<file path="config.mk">
export PLATFORM = sky130hd
export DESIGN_NAME = sgoc_walker
export DESIGN_NICKNAME = d
export VERILOG_FILES = /design/src/rtl/sgoc_pkg.sv /design/src/rtl/sgoc_walker.sv
export SDC_FILE = /design/constraint.sdc
export NUM_CORES = 1
export LEC_CHECK = 0
export BUFFER_PORTS_ARGS = -buffer_cell sky130_fd_sc_hd__buf_4
export CAP_MARGIN = 20
export CORE_MARGIN = 2
export CORE_UTILIZATION = 40
export CTS_CLUSTER_DIAMETER = 120
export DETAILED_ROUTE_END_ITERATION = 6
export PLACE_DENSITY = 0.59
export SYNTH_ARGS = -nofsm -noshare
export SYNTH_HDL_FRONTEND = slang
export SYNTH_SLANG_ARGS = --single-unit
</file>
<file path="constraint.sdc">
create_clock -name clk -period 2.8 [get_ports clk]
set_clock_uncertainty 0.15 [all_clocks]
set_input_delay 0.56 -clock clk [delete_from_list [all_inputs] [get_ports clk]]
set_output_delay 0.56 -clock clk [all_outputs]
set_load 0.005 [all_outputs]
</file>
<file path="src/rtl/sgoc_pkg.sv">
// Shared types and constants of the segment grid overlap counter.
// No dependencies; used by every module of the block.
package sgoc_pkg;

	localparam int COORD_W       = 10;
	localparam int TOTAL_W       = 21;
	localparam int HITS_W        = 2;
	localparam int LIM_W         = 13;
	localparam int GRID_SIZE_DEF = 1024;

	localparam logic [TOTAL_W-1:0] TOTAL_MAX = {TOTAL_W{1'b1}};
	localparam logic [HITS_W-1:0]  HITS_ONE  = 2'd1;
	localparam logic [HITS_W-1:0]  HITS_SAT  = 2'd2;

	// Control that travels with each cell access through the pipeline.
	typedef struct packed {
		logic valid;
		logic in_grid;
		logic last;
	} cell_ctl_t;

endpackage

</file>
<file path="src/rtl/sgoc_walker.sv">
// Cell address generator: walks one segment, one cell per cycle.
// Depends on sgoc_pkg.
module sgoc_walker #(
	parameter int GRID_SIZE = sgoc_pkg::GRID_SIZE_DEF
) (
	input  logic                           clk,
	input  logic                           arst_n,
	input  logic                           load,
	input  logic [sgoc_pkg::COORD_W-1:0]   start_x,
	input  logic [sgoc_pkg::COORD_W-1:0]   start_y,
	input  logic [sgoc_pkg::COORD_W-1:0]   end_x,
	input  logic [sgoc_pkg::COORD_W-1:0]   end_y,
	output sgoc_pkg::cell_ctl_t            ctl,
	output logic [2*$clog2(GRID_SIZE)-1:0] addr
);

	localparam int AW = $clog2(GRID_SIZE);
	localparam logic [sgoc_pkg::LIM_W-1:0] GridLim = sgoc_pkg::LIM_W'(GRID_SIZE);

	logic                         active_q;
	logic [sgoc_pkg::COORD_W-1:0] cx_q, cy_q, ex_q, ey_q;
	logic                         mvx_q, mvy_q, upx_q, upy_q;
	logic                         last;

	// A segment ends when a moving coordinate reaches its end; a point ends at once.
	assign last = (mvx_q && (cx_q == ex_q)) || (mvy_q && (cy_q == ey_q)) ||
		(!mvx_q && !mvy_q);

	always_comb begin
		ctl.valid   = active_q;
		ctl.last    = last;
		ctl.in_grid = (sgoc_pkg::LIM_W'(cx_q) < GridLim) &&
			(sgoc_pkg::LIM_W'(cy_q) < GridLim);
		addr        = {AW'(cy_q), AW'(cx_q)};
	end

	always_ff @(posedge clk or negedge arst_n) begin
		if (!arst_n) begin
			active_q <= 1'b0;
		end else if (load) begin
			active_q <= 1'b1;
		end else if (active_q && last) begin
			active_q <= 1'b0;
		end
	end

	always_ff @(posedge clk) begin
		if (load) begin
			cx_q  <= start_x;
			cy_q  <= start_y;
			ex_q  <= end_x;
			ey_q  <= end_y;
			mvx_q <= (start_x != end_x);
			mvy_q <= (start_y != end_y);
			upx_q <= (end_x > start_x);
			upy_q <= (end_y > start_y);
		end else if (active_q) begin
			if (mvx_q) begin
				cx_q <= upx_q ? cx_q + 1'b1 : cx_q - 1'b1;
			end
			if (mvy_q) begin
				cy_q <= upy_q ? cy_q + 1'b1 : cy_q - 1'b1;
			end
		end
	end

endmodule

</file>
==> reports/metrics.yaml <==
rsz0062_at_grt: "no"
fin_nets: 451
layout_commonest_cell: "buf_4"
worst-path-max-fanout: 3
grt_util_all_layers_pct: 18.06
place_inst: 464
wire_per_inst_um: 16.18
cts_num_sinks: 45
whs_ps: 299.7
antenna_left: 0
clk_pin_slew_worst_paths_ps: 100
synth-seq-cells: 45
ctsHtreeMaxLevel: 2
timing.max_cap.violations: 0
die_w_um: 93.35
max_freq_mhz: 418.2
routed_via_density: 5.127
synthesis.nets: 384
tns_ps: 0
initial_core_util_pct: 41.32
required_ps: 2090
antenna_found_initial: 0
fillers: 731
netlist_top_cells_area: "edfxtp_1, ha_1, xnor2_1, inv_1, o21ai_0"
design.die.area_mm2: 0.008713
cts_tree: "yes"
synth-edff-count: 44
post_cts_buffers: 0
io_pins: 66
arrival_ps: 1680
slew_viol_final: 0
drive_gt1_share_pct: 23.78
endpoint_kind: "primary output"
synth.avg_cell_area_um2: 10.54
cts_inserted_buffers: 5
p_total_uw: 2418
yosys_warnings: 0
clock_path_buffers: 2
io_buffers: 64
num_rows: 32
synth_area_leader_cell: "edfxtp_1"
yosysUniqueCellTypes: 37
synth-main-ff-cell: "edfxtp_1"
stdcell_count: 472
synthArstFlopShare_pct: 2.222
synth.yosys.seq_area_share_pct: 42.16
yosysTopAreaCellShare_pct: 41.38
hold_class: "in -> reg"
start_kind: "flip-flop"
syn_to_final_growth_pct: 21.16
drc: 0
grt_overflow: 0
dp_hpwl_um: 6086
dr.first_iter.drc_count: 132
finalSetupViolCount: 0
grt_max_degree: 34
die_h_um: 93.35
ir_worst_vdd_uv: 239.1
cellLeakagePower_uw: 0.001683
grt_pass1_vias: 2356
syn_area_mm2: 0.003193
criticalPathCategory: "reg -> out"
period_minus_slack_ps: 2391
gp_congestion: 0.8355
coreArea_mm2: 0.007727
vias: 2420
diodes: 0
final_cell_mix: "buf_4, edfxtp_1, inv_1, ha_1, xnor2_1"
power-per-cell-area_mw_per_mm2: 625.1
clockRootBuffer: "clkbuf_8"
period_share_pct: 85.39
routed_wirelength_um: 7637
clock_latency_ps: 300
syn_inst: 303
firstDrtPassIters: 4
grt_pass1_wl_um: 11930
finalHoldViolCount: 0
run_status: "complete, no violations"
-- layer usage --
metal / track usage, % / up-vias / wire length, um / share of wire, %
met5: 0 / - / 0 / 0
met4: 4.779 / 0 / 93 / 1.2
met3: 2.095 / 8 / 223 / 2.9
met2: 27.40 / 41 / 3354 / 44
met1: 27.31 / 1148 / 3965 / 52
li1: - / 1223 / - / -
-- state kept, by name, indices dropped and copies added (netlist names) --
| signal | count |
|---|---|
| cy_q | 10 |
| upy_q | 1 |
| mvy_q | 1 |
| cx_q | 10 |
| ey_q | 10 |
| ex_q | 10 |
| upx_q | 1 |
| mvx_q | 1 |
| active_q | 1 |
-- report_power, final --
group | total, uW | switching [uW] | internal [uW]
Sequential | 994 | 120 | 873
Combinational | 1030 | 514 | 515
Clock | 396 | 227 | 169
Total | 2420 | 861 | 1560
-- per-stage QoR --
stage                     util [%]  setup slack [ps]  cell area, um^2
after floorplan                  -             627.0             3193
after global placement       48.95             525.7             3782
after detailed placement     48.95             462.9             3782
after CTS                    50.06             397.8             3869
after global routing         50.06             299.8             3869
final                        50.06             408.9             3869
-- cell families (layout without fill, tap and decap cells) --
family | after synthesis | in the layout | share of synthesized area, %
compound gates | 81 | 81 | 18.34
flops | 45 | 45 | 42.16
buf+inv | 44 | 111 | 5.525
other cells | 1 | 1 | 0.1174
fa+ha+maj | 38 | 38 | 15.36
xor+xnor | 32 | 32 | 8.777
simple gates | 62 | 62 | 9.718
-- critical path: stages, from the launching register on --
cell and delay [ps]:
edfxtp_1 470, xnor2_1 190, nand4_1 130, o32ai_1 280, nor2_1 100, inv_1 90, buf_4 110
-- path summary, 6_finish.rpt --
check	slack, ps	endpoint	cells past startpoint	start
setup / recovery	410	ctl[0]	6	cx_q[3]
hold / removal	300	ex_q[7]	1	end_x[7]
setup reg to reg	430	cy_q[8]	7	upy_q
hold reg to reg	460	active_q	1	active_q
max in group asynchronous	2020	active_q	2	arst_n
min in group asynchronous	400	active_q	2	arst_n
-- layout make-up --
| class | count | area, um^2 | share of cell area, % |
|---|---|---|---|
| Clock buffer | 6 | 72.57 | 1.876 |
| Tap cell | 102 | 127.6 | 3.299 |
| Timing Repair Buffer | 68 | 513.0 | 13.26 |
| Sequential cell | 45 | 1346 | 34.80 |
| Clock inverter | 1 | 3.754 | 0.09702 |
| Inverter | 36 | 135.1 | 3.493 |
| Multi-Input combinational cell | 214 | 1670 | 43.18 |
-- cells in the mapped netlist, types with 5 or more instances --
cell type / n
a21o_1: 11
a21oi_1: 19
clkbuf_1: 5
edfxtp_1: 44
ha_1: 36
inv_1: 36
nand2_1: 19
nand4_1: 8
nor2_1: 18
nor2b_1: 5
o21ai_0: 22
xnor2_1: 24
xor2_1: 8
-- timing repair --
action	in CTS	in global routing
hold buffers	1	0
hold endpoints to repair	1	0
resized for setup	0	0
Power figures use the tool's default switching activity.
