File: config.mk
export PLATFORM = sky130hd
export DESIGN_NAME = sgoc_tally
export DESIGN_NICKNAME = d
export VERILOG_FILES = /design/src/rtl/sgoc_pkg.sv /design/src/rtl/sgoc_tally.sv
export SDC_FILE = /design/constraint.sdc
export NUM_CORES = 1
export LEC_CHECK = 0
export BUFFER_PORTS_ARGS = -buffer_cell sky130_fd_sc_hd__buf_4
export CORE_AREA = 2 2 56 68
export DETAILED_ROUTE_END_ITERATION = 6
export DIE_AREA = 0 0 58 70
export HOLD_SLACK_MARGIN = 0.05
export PLACE_DENSITY = 0.92
export SLEW_MARGIN = 5
export SYNTH_ARGS = -nofsm -noshare
export SYNTH_HDL_FRONTEND = slang
export SYNTH_SLANG_ARGS = --single-unit
File: constraint.sdc
create_clock -name clk -period 4 [get_ports clk]
set_input_delay 0.2 -clock clk [delete_from_list [all_inputs] [get_ports clk]]
set_output_delay 0.2 -clock clk [all_outputs]
set_load 0.01 [all_outputs]
File: src/rtl/sgoc_pkg.sv
// Shared types and constants of the segment grid overlap counter.
// No dependencies; used by every module of the block.
package sgoc_pkg;

	localparam int COORD_W       = 10;
	localparam int TOTAL_W       = 21;
	localparam int HITS_W        = 2;
	localparam int LIM_W         = 13;
	localparam int GRID_SIZE_DEF = 1024;

	localparam logic [TOTAL_W-1:0] TOTAL_MAX = {TOTAL_W{1'b1}};
	localparam logic [HITS_W-1:0]  HITS_ONE  = 2'd1;
	localparam logic [HITS_W-1:0]  HITS_SAT  = 2'd2;

	// Control that travels with each cell access through the pipeline.
	typedef struct packed {
		logic valid;
		logic in_grid;
		logic last;
	} cell_ctl_t;

endpackage

File: src/rtl/sgoc_tally.sv
// Modify and write-back stage: bumps the hit count, keeps the overlap total
// and raises the result strobe. Depends on sgoc_pkg.
module sgoc_tally #(
	parameter int GRID_SIZE = sgoc_pkg::GRID_SIZE_DEF
) (
	input  logic                           clk,
	input  logic                           arst_n,
	input  sgoc_pkg::cell_ctl_t            ctl,
	input  logic [2*$clog2(GRID_SIZE)-1:0] addr,
	input  logic [sgoc_pkg::HITS_W-1:0]    rd_data,
	output logic                           wr_en,
	output logic [2*$clog2(GRID_SIZE)-1:0] wr_addr,
	output logic [sgoc_pkg::HITS_W-1:0]    wr_data,
	output logic                           s1_busy,
	output logic                           done,
	output logic [sgoc_pkg::TOTAL_W-1:0]   total
);

	localparam int MAW = 2 * $clog2(GRID_SIZE);

	sgoc_pkg::cell_ctl_t           ctl_s1;
	logic [MAW-1:0]                addr_s1;
	logic [sgoc_pkg::TOTAL_W-1:0]  total_q;
	logic                          done_q;
	logic                          bump;

	// Cells are distinct within a segment and segments do not overlap in
	// time, so the read in flight never targets the cell being written.
	assign bump    = ctl_s1.valid && ctl_s1.in_grid && (rd_data < sgoc_pkg::HITS_SAT);
	assign wr_en   = bump;
	assign wr_addr = addr_s1;
	assign wr_data = rd_data + 1'b1;
	assign s1_busy = ctl_s1.valid;
	assign done    = done_q;
	assign total   = total_q;

	always_ff @(posedge clk or negedge arst_n) begin
		if (!arst_n) begin
			ctl_s1  <= '0;
			total_q <= '0;
			done_q  <= 1'b0;
		end else begin
			ctl_s1 <= ctl;
			done_q <= ctl_s1.valid && ctl_s1.last;
			if (bump && (rd_data == sgoc_pkg::HITS_ONE) &&
				(total_q != sgoc_pkg::TOTAL_MAX)) begin
				total_q <= total_q + 1'b1;
			end
		end
	end

	always_ff @(posedge clk) begin
		addr_s1 <= addr;
	end

endmodule

==> summary.txt, run 1 <==
gr ovfl total: 0
ys flop type: dfrtp_1
post-route ant nets: 0
die height: 70 um
period utilization: 0.511
largest net degree at the start of global routing: 26
area growth from synthesis to layout: 56.9%
met3 GRT Util: 0.111
clock sink count: 45
overall power after layout: 0.925 mW
register bit total from synthesis: 45
CP Max Fanout: 5
busiest layer in global routing: met2
number of library cell types mapped by synthesis: 28
leakage: 1.22 nW
Mapped Avg Cell Area: 13.3 um2
Post-DP HPWL: 2720 um
multi-input combinational cell area: 547 um2
top post-synthesis cells by count: 25 x dfrtp_1, 20 x dfxtp_1, 14 x xnor2_1, 9 x nand2_1
CTS Buffer Depth: 2
CTS clk-pin slew, worst paths: 80 ps
M1 GR Usage: 0.273
Filler cells: 215
Final Hold Fails: 0
max-cap violation count: 0
first-pass GRT wire length: 7360 um
H-tree depth: 2
diode count: 0
Chip Width: 58 um
WS Path Type: reg2reg
Seq/Total Area, Yosys: 0.643
Hold Crit Class: in2async
PortBufs: 72
CP Data Arrival Time: 2220 ps
Avg WL per Cell: 18.0 um
Max VDD drop: 0.348 mV
Critical Path Source Type: flop
Total Wirelength: 4720 um
top post-synthesis cells by area: dfrtp_1 39%, dfxtp_1 25%, xnor2_1 7.7%
Critical Path RT: 4180 ps
layout cells sized above 1: 0.399
Area after DPL: 0.00218 mm2
relative max-transition margin: 0.697
clk_lat worst skew: 300 ps
Final Critical Period: 2040 ps
core area: 0.00348 mm2
Avg Vias per Cell: 5.18
fin nets: 251
Final TNS setup: 0 ps
Gate Count Post-Synth: 120
grt met2 use: 0.396
Post-synth EDFFs: 0
initial core utilization: 0.458
clock root buffer: clkbuf_8
top-count cell post-synth: dfrtp_1
Initial DRT Pass Iterations: 4
Die Area: 0.00406 mm2
CTS tree: yes
Synth top area share: 0.392
power per cell area: 370 mW/mm2
post-layout instance area: 0.00250 mm2
Yosys top cell by area: dfrtp_1
row count: 24
Final Hold Slack: 346 ps
Reg area: 0.00103 mm2
Netlist Area Pre-Place: 0.00160 mm2
cts bufs inserted: 5
initial antenna violation count: 0
Worst-Margin Slew: 453 ps
vias in the first global route: 1482
warnings from Yosys: 0
status: complete, no violations
CP Capture Type: flop
asr flop ratio synth: 0.556
via count: 1356
Pins Over Slew Limit: 0
RSZ-0062 raised after global routing: false
max frequency: 0.489 GHz
Net Count, Synth: 149
Iteration-0 DRC Markers: 37
gr usage total: 0.247
post_cts resized: 0
clock skew: 3.98 ps
Final GP Congestion: 0.769
Top Ports: 73
Setup violations, final: 0
number of remaining DRC errors: 0
## final timing paths
kind                             from         to  slack (ps)  cells after the start
max                          total[1]   total[1]        1960                      5
min                            arst_n    s1_busy         350                      2
max reg2reg                  total[1]   total[1]        1960                      5
min reg2reg                 total[20]  total[20]         500                      1
max in group asynchronous      arst_n   total[1]        3410                      2
min in group clk           rd_data[0]   total[2]         500                      4
## timing repair
action | in CTS | in global routing
buffers inserted | 0 | 0
endpoints found under the hold margin | 48 | 0
hold buffers | 24 | 0
## critical path, stage by stage, from the launching register on
cell	delay (ps)
dfrtp_1	470
ha_1	280
nand3_2	190
nor4_4	450
a21oi_2	190
mux2_4	350
## logic make-up (layout without fill, tap and decap cells)
family                     Yosys count  after routing  synth area share
and+or+nand+nor                     39             39             0.158
DFF                                 45             45             0.643
xor gates and xnor gates            16             16            0.0878
muxes                                1              1           0.00941
AOI/OAI and AO/OA                   12             12            0.0722
adders and majority gates            2              2            0.0157
buffers and inverters                5            108            0.0141
## flip-flops by register name, summed over array words and instances (netlist names)
name and count:
ctl_s1 2, done 1, total 21, s1_busy 1, wr_addr 20
## placed cells by master (no fill, tap or decap), drive strengths merged
cell,Yosys,routed
nand2,9,9
dlygate4sd3,0,24
nand3,7,7
ha,2,2
o21a,1,1
a211oi,1,1
a41o,1,1
a2111oi,2,2
xor2,2,2
dfxtp,20,20
a21oi,3,3
clkbuf,0,6
o21ai,1,1
nor4,3,3
mux2,1,1
and2,1,1
nand4,9,9
inv,4,6
buf,1,72
a31oi,3,3
dfrtp,25,25
xnor2,14,14
nor2,7,7
and3,3,3
## per-stage QoR
stage	util	instances	setup slack, ps
final	0.718	262	1960
after global routing	0.718	262	1880
after CTS	0.718	262	2090
after detailed placement	0.625	230	2070
after global placement	0.625	230	2160
after floorplan	-	120	2180
## metal layers
layer,vias to the layer above,share of wire,wire (um)
met5,-,0,0
met4,0,0.028,130
met3,15,0.11,530
met2,77,0.50,2360
met1,644,0.36,1700
li1,620,-,-
## cell type report
| cell class | count | share of cell area |
|---|---|---|
| sequential | 45 | 0.410 |
| timing repair buffer | 96 | 0.312 |
| multi-input combinational | 70 | 0.218 |
| clock buffer | 6 | 0.0290 |
| tap | 39 | 0.0195 |
| inverter | 4 | 0.00600 |
| clock inverter | 2 | 0.00500 |
## power by group
part	leakage [nW]	total (mW)	switching, mW	internal (mW)
combinational	0.663	0.141	0.0605	0.0804
clock	0.0461	0.276	0.152	0.124
sequential	0.506	0.508	0.0310	0.477
No activity file was read; power rests on OpenSTA's default activity.
==> run 2, diff against run 1 <==
--- a/config.mk
+++ b/config.mk
@@ -6,11 +6,11 @@
 export NUM_CORES = 1
 export LEC_CHECK = 0
 export BUFFER_PORTS_ARGS = -buffer_cell sky130_fd_sc_hd__buf_4
-export CORE_AREA = 2 2 56 68
+export CORE_AREA = 2 2 58 71
 export DETAILED_ROUTE_END_ITERATION = 6
-export DIE_AREA = 0 0 58 70
+export DIE_AREA = 0 0 60 73
 export HOLD_SLACK_MARGIN = 0.05
-export PLACE_DENSITY = 0.92
+export PLACE_DENSITY = 0.87
 export SLEW_MARGIN = 5
 export SYNTH_ARGS = -nofsm -noshare
 export SYNTH_HDL_FRONTEND = slang
==> constraint.sdc (replaced) <==
create_clock -name clk -period 2 [get_ports clk]
set_input_delay 0.1 -clock clk [delete_from_list [all_inputs] [get_ports clk]]
set_output_delay 0.1 -clock clk [all_outputs]
set_load 0.01 [all_outputs]
==> summary.txt, run 2 (synthesized netlist as in run 1, its figures left out) <==
Final TNS setup: 0 ps (unchanged)
Filler cells: 267 (was 215)
diode count: 0 (unchanged)
Iteration-0 DRC Markers: 17 (was 37)
Reg area: 0.00103 mm2 (unchanged)
CP Max Fanout: 5 (unchanged)
initial antenna violation count: 0 (unchanged)
CTS Buffer Depth: 2 (unchanged)
die height: 73 um (was 70 um)
Largest register FFs: 21 (unchanged)
PortBufs: 72 (unchanged)
CP Data Arrival Time: 2060 ps (was 2220 ps)
number of remaining DRC errors: 0 (unchanged)
CP Capture Type: flop (unchanged)
Max VDD drop: 0.579 mV (was 0.348 mV)
Final Hold Slack: 233 ps (was 346 ps)
Worst-Margin Slew: 436 ps (was 453 ps)
post-layout instance area: 0.00254 mm2 (was 0.00250 mm2)
multi-input combinational cell area: 547 um2 (unchanged)
Hold Crit Class: in2async (unchanged)
most frequent cells in the layout: 74 x buf_4, 25 x dfrtp_1, 24 x dlygate4sd3_1 (was 72 x buf_4, 25 x dfrtp_1, 24 x dlygate4sd3_1)
Top Ports: 73 (unchanged)
via count: 1318 (was 1356)
gr ovfl total: 0 (unchanged)
gr usage total: 0.196 (was 0.247)
clk_lat worst skew: 300 ps (about the same)
Area after DPL: 0.00221 mm2 (was 0.00218 mm2)
core area: 0.00378 mm2 (was 0.00348 mm2)
WS Path Type: reg2reg (unchanged)
area growth from synthesis to layout: 59.0% (was 56.9%)
FF-to-FF Start: total[1] (unchanged)
Avg Vias per Cell: 4.72 (was 5.18)
fin nets: 253 (was 251)
Pins Over Slew Limit: 0 (unchanged)
clock root buffer: clkbuf_8 (unchanged)
leakage: 1.22 nW (about the same)
Avg WL per Cell: 14.1 um (was 18.0 um)
period utilization: 0.934 (was 0.511)
Final Hold Fails: 0 (unchanged)
final worst slack: 133 ps (was 1960 ps)
layout cells sized above 1: 0.404 (was 0.399)
Post-DP HPWL: 2490 um (was 2720 um)
row count: 25 (was 24)
relative max-transition margin: 0.707 (was 0.697)
post_cts resized: 0 (unchanged)
Critical Path Source Type: flop (unchanged)
FF-to-FF setup slack: 130 ps (was 1960 ps)
cts bufs inserted: 5 (unchanged)
post-route ant nets: 0 (unchanged)
pre-CTS setup slack: 153 ps (was 2070 ps)
most common cell after layout, fill and taps aside: buf_4 (unchanged)
Die Area: 0.00438 mm2 (was 0.00406 mm2)
initial core utilization: 0.421 (was 0.458)
status: complete, no violations (unchanged)
max-cap violation count: 0 (unchanged)
Final GP Congestion: 0.739 (was 0.769)
max frequency: 0.536 GHz (was 0.489 GHz)
Critical Path RT: 2190 ps (was 4180 ps)
Hold Buf Count CTS: 24 (unchanged)
CTS tree: yes (unchanged)
# Post-CTS Setup Buffers: 0 (unchanged)
largest net degree at the start of global routing: 26 (unchanged)
reg-to-reg endpoint: total[1] (unchanged)
Initial DRT Pass Iterations: 4 (unchanged)
vias in the first global route: 1358 (was 1482)
Chip Width: 60 um (was 58 um)
clock sink count: 45 (unchanged)
Total Wirelength: 3940 um (was 4720 um)
Setup violations, final: 0 (unchanged)
CTS clk-pin slew, worst paths: 80 ps (about the same)
clock skew: 4.97 ps (was 3.98 ps)
H-tree depth: 2 (unchanged)
first-pass GRT wire length: 6260 um (was 7360 um)
RSZ-0062 raised after global routing: false (unchanged)
Worst Reg-to-Reg Cells: 5 (unchanged)
Final Critical Period: 1870 ps (was 2040 ps)
power per cell area: 723 mW/mm2 (was 370 mW/mm2)
run 2: final cells by class:
| class | instances | share of cell area |
|---|---|---|
| Clock inverter | 2 | 0.00493 |
| Inverter | 4 | 0.00592 |
| Tap cell | 54 | 0.0266 |
| Multi-Input combinational cell | 70 | 0.216 |
| Sequential cell | 45 | 0.405 |
| Timing Repair Buffer | 98 | 0.314 |
| Clock buffer | 6 | 0.0286 |
run 2: report_power, final:
| part | leakage, nW | internal (mW) | switching (mW) |
|---|---|---|---|
| Sequential | 0.506 | 0.955 | 0.0533 |
| Combinational | 0.672 | 0.161 | 0.106 |
| Clock | 0.0461 | 0.248 | 0.310 |
run 2: metal layers:
metal | vias to the layer above | GRT usage | part of all wire | routed length [um]
li1 | 624 | - | - | -
met1 | 622 | 0.209 | 0.37 | 1470
met2 | 64 | 0.313 | 0.49 | 1920
met3 | 8 | 0.115 | 0.12 | 470
met4 | 0 | 0.0790 | 0.019 | 74
met5 | - | 0 | 0 | 0
run 2: metrics by stage:
stage                      util  power [mW]  instances
after floorplan               -        1.09        120
after global placement    0.584        1.24        247
after detailed placement  0.584        1.25        247
after CTS                 0.670        1.84        279
after global routing      0.670        1.92        279
final                     0.670        1.83        279
run 2: critical path: stages, from the launching register on:
cell     delay, ps
dfrtp_1        450
ha_1           240
nand3_2        120
nor4_4         430
a21oi_2        190
mux2_4         330
run 2: worst max-delay path by stage:
stage | endpoint | from | depth (start not counted)
2_1_floorplan | total[1] | total[0] | 5
4_1_cts | total[1] | total[0] | 5
6_report | total[1] | total[1] | 5
3_3_place_gp | total[18] | total[0] | 6
5_1_grt | total[1] | total[1] | 5
3_5_place_dp | total[1] | total[0] | 5
==> run 3, diff against run 2 <==
--- a/config.mk
+++ b/config.mk
@@ -10,7 +10,7 @@
 export DETAILED_ROUTE_END_ITERATION = 6
 export DIE_AREA = 0 0 60 73
 export HOLD_SLACK_MARGIN = 0.05
-export PLACE_DENSITY = 0.87
+export PLACE_DENSITY_LB_ADDON = 0.3
 export SLEW_MARGIN = 5
 export SYNTH_ARGS = -nofsm -noshare
 export SYNTH_HDL_FRONTEND = slang
==> summary.txt, run 3 (synthesized netlist as in run 1, its figures left out) <==
CP endpoint: total[1] (unchanged)
Pins Over Slew Limit: 0 (unchanged)
met3 GRT Util: 0.0869 (was 0.115)
Reg area: 0.00103 mm2 (unchanged)
most common cell after layout, fill and taps aside: buf_4 (unchanged)
post_cts resized: 0 (unchanged)
post-route ant nets: 0 (unchanged)
# Post-CTS Setup Buffers: 0 (unchanged)
Setup violations, final: 0 (unchanged)
Final TNS setup: 0 ps (unchanged)
via count: 1311 (was 1318)
CP Data Arrival Time: 2040 ps (was 2060 ps)
clock skew: 6.74 ps (was 4.97 ps)
combinational power share: 0.137 (was 0.145)
largest net degree at the start of global routing: 26 (unchanged)
Final Hold Slack: 240 ps (was 233 ps)
CTS clk-pin slew, worst paths: 80 ps (about the same)
Initial DRT Pass Iterations: 4 (unchanged)
clock root buffer: clkbuf_8 (unchanged)
Psw: 0.441 mW (was 0.470 mW)
area growth from synthesis to layout: 60.8% (was 59.0%)
die height: 73 um (unchanged)
Avg WL per Cell: 12.7 um (was 14.1 um)
Chip Width: 60 um (unchanged)
Critical Path Source Type: flop (unchanged)
Final GP Congestion: 0.777 (was 0.739)
grt met2 use: 0.321 (was 0.313)
most frequent cells in the layout: 75 x buf_4, 25 x dfrtp_1, 24 x dlygate4sd3_1 (was 74 x buf_4, 25 x dfrtp_1, 24 x dlygate4sd3_1)
initial antenna violation count: 0 (unchanged)
CTS Buffer Depth: 2 (unchanged)
Worst Reg-to-Reg Cells: 5 (unchanged)
Util after Layout: 0.678 (was 0.670)
clock sink count: 45 (unchanged)
fin nets: 254 (was 253)
cts bufs inserted: 5 (unchanged)
Hold Crit Class: in2async (unchanged)
Max VDD drop: 0.644 mV (was 0.579 mV)
number of remaining DRC errors: 0 (unchanged)
FF-to-FF Start: total[0] (was total[1])
layout cells sized above 1: 0.407 (was 0.404)
CTS tree: yes (unchanged)
gr usage total: 0.184 (was 0.196)
Critical Path RT: 2180 ps (was 2190 ps)
Pint: 1.44 mW (was 1.36 mW)
max-cap violation count: 0 (unchanged)
Final Critical Period: 1870 ps (about the same)
leakage: 1.24 nW (was 1.22 nW)
multi-input combinational cell area: 547 um2 (unchanged)
CP Capture Type: flop (unchanged)
WS Path Type: reg2reg (unchanged)
CP Max Fanout: 5 (unchanged)
core area: 0.00378 mm2 (unchanged)
PortBufs: 72 (unchanged)
power share of the sequential group: 0.533 (was 0.550)
initial core utilization: 0.421 (unchanged)
H-tree depth: 2 (unchanged)
Post-DP HPWL: 2510 um (was 2490 um)
max frequency: 0.536 GHz (about the same)
CP Launch Point: total[0] (was total[1])
final worst slack: 134 ps (was 133 ps)
Filler cells: 255 (was 267)
FF-to-FF setup slack: 130 ps (about the same)
gr ovfl total: 0 (unchanged)
Die Area: 0.00438 mm2 (unchanged)
first-pass GRT wire length: 6040 um (was 6260 um)
status: complete, no violations (unchanged)
reg-to-reg endpoint: total[1] (unchanged)
busiest layer in global routing: met2 (unchanged)
Total Wirelength: 3570 um (was 3940 um)
Final Hold Fails: 0 (unchanged)
RSZ-0062 raised after global routing: false (unchanged)
power per cell area: 733 mW/mm2 (was 723 mW/mm2)
clk_lat worst skew: 290 ps (was 300 ps)
net switching fraction of the power: 0.235 (was 0.256)
Largest register FFs: 21 (unchanged)
Avg Vias per Cell: 4.68 (was 4.72)
vias in the first global route: 1444 (was 1358)
Iteration-0 DRC Markers: 75 (was 17)
M1 GR Usage: 0.185 (was 0.209)
diode count: 0 (unchanged)
relative max-transition margin: 0.720 (was 0.707)
pre-CTS setup slack: 164 ps (was 153 ps)
Top Ports: 73 (unchanged)
clock power share: 0.330 (was 0.305)
row count: 25 (unchanged)
Worst-Margin Slew: 417 ps (was 436 ps)
period utilization: 0.933 (was 0.934)
run 3: cell types whose count changed in the layout (fill, tap and decap cells not counted), sizes merged:
cell    delta
buf        +1
clkbuf     +1
clkinv     +1
inv        -2
run 3: final cells by class:
class / count / share of cell area
repair buffers: 99 / 0.313
well taps: 54 / 0.0263
multi-input cells: 70 / 0.213
clock inverters: 1 / 0.00341
clock buffers: 7 / 0.0380
inverters: 4 / 0.00585
flip-flops and latches: 45 / 0.400
run 3: repair_timing:
action                                  4_1_cts  5_1_grt
endpoints found under the setup margin        0        1
hold buffers                                 24        0
hold endpoints to repair                     48        0
run 3: per-stage QoR:
step	power (mW)	area (um2)	instances
after global routing	1.97	2560	280
after global placement	1.24	2220	248
after detailed placement	1.24	2220	248
final	1.88	2560	280
after CTS	1.90	2560	280
after floorplan	1.09	1600	120
run 3: per-layer routing:
layer	vias to the layer above	routed length [um]
met3	4	341
met2	60	1850
met5	-	0
li1	630	-
met4	0	37
met1	617	1340
run 3: power by group through the flow:
stage / clock network, mW / registers (mW) / logic, mW
6_report: 0.620 / 1.00 / 0.258
5_1_grt: 0.681 / 1.01 / 0.280
4_1_cts: 0.637 / 1.00 / 0.261
3_5_place_dp: 0 / 1.02 / 0.223
3_3_place_gp: 0 / 1.02 / 0.220
2_1_floorplan: 0 / 1.04 / 0.0544
run 3: worst min-delay path by stage:
stage,from,end,slack [ps],depth (start not counted)
finish,arst_n,done,240,2
global route,arst_n,done,250,2
CTS,arst_n,s1_busy,250,2
detailed placement,arst_n,done,20,1
global placement,arst_n,done,20,1
floorplan,arst_n,ctl_s1[0],-200,0
run 3: critical path, cell delays in order, from the launching register on:
cell and delay (ps):
dfrtp_1 430, ha_1 240, nand3_2 120, nor4_4 440, a21oi_2 190, mux2_4 320
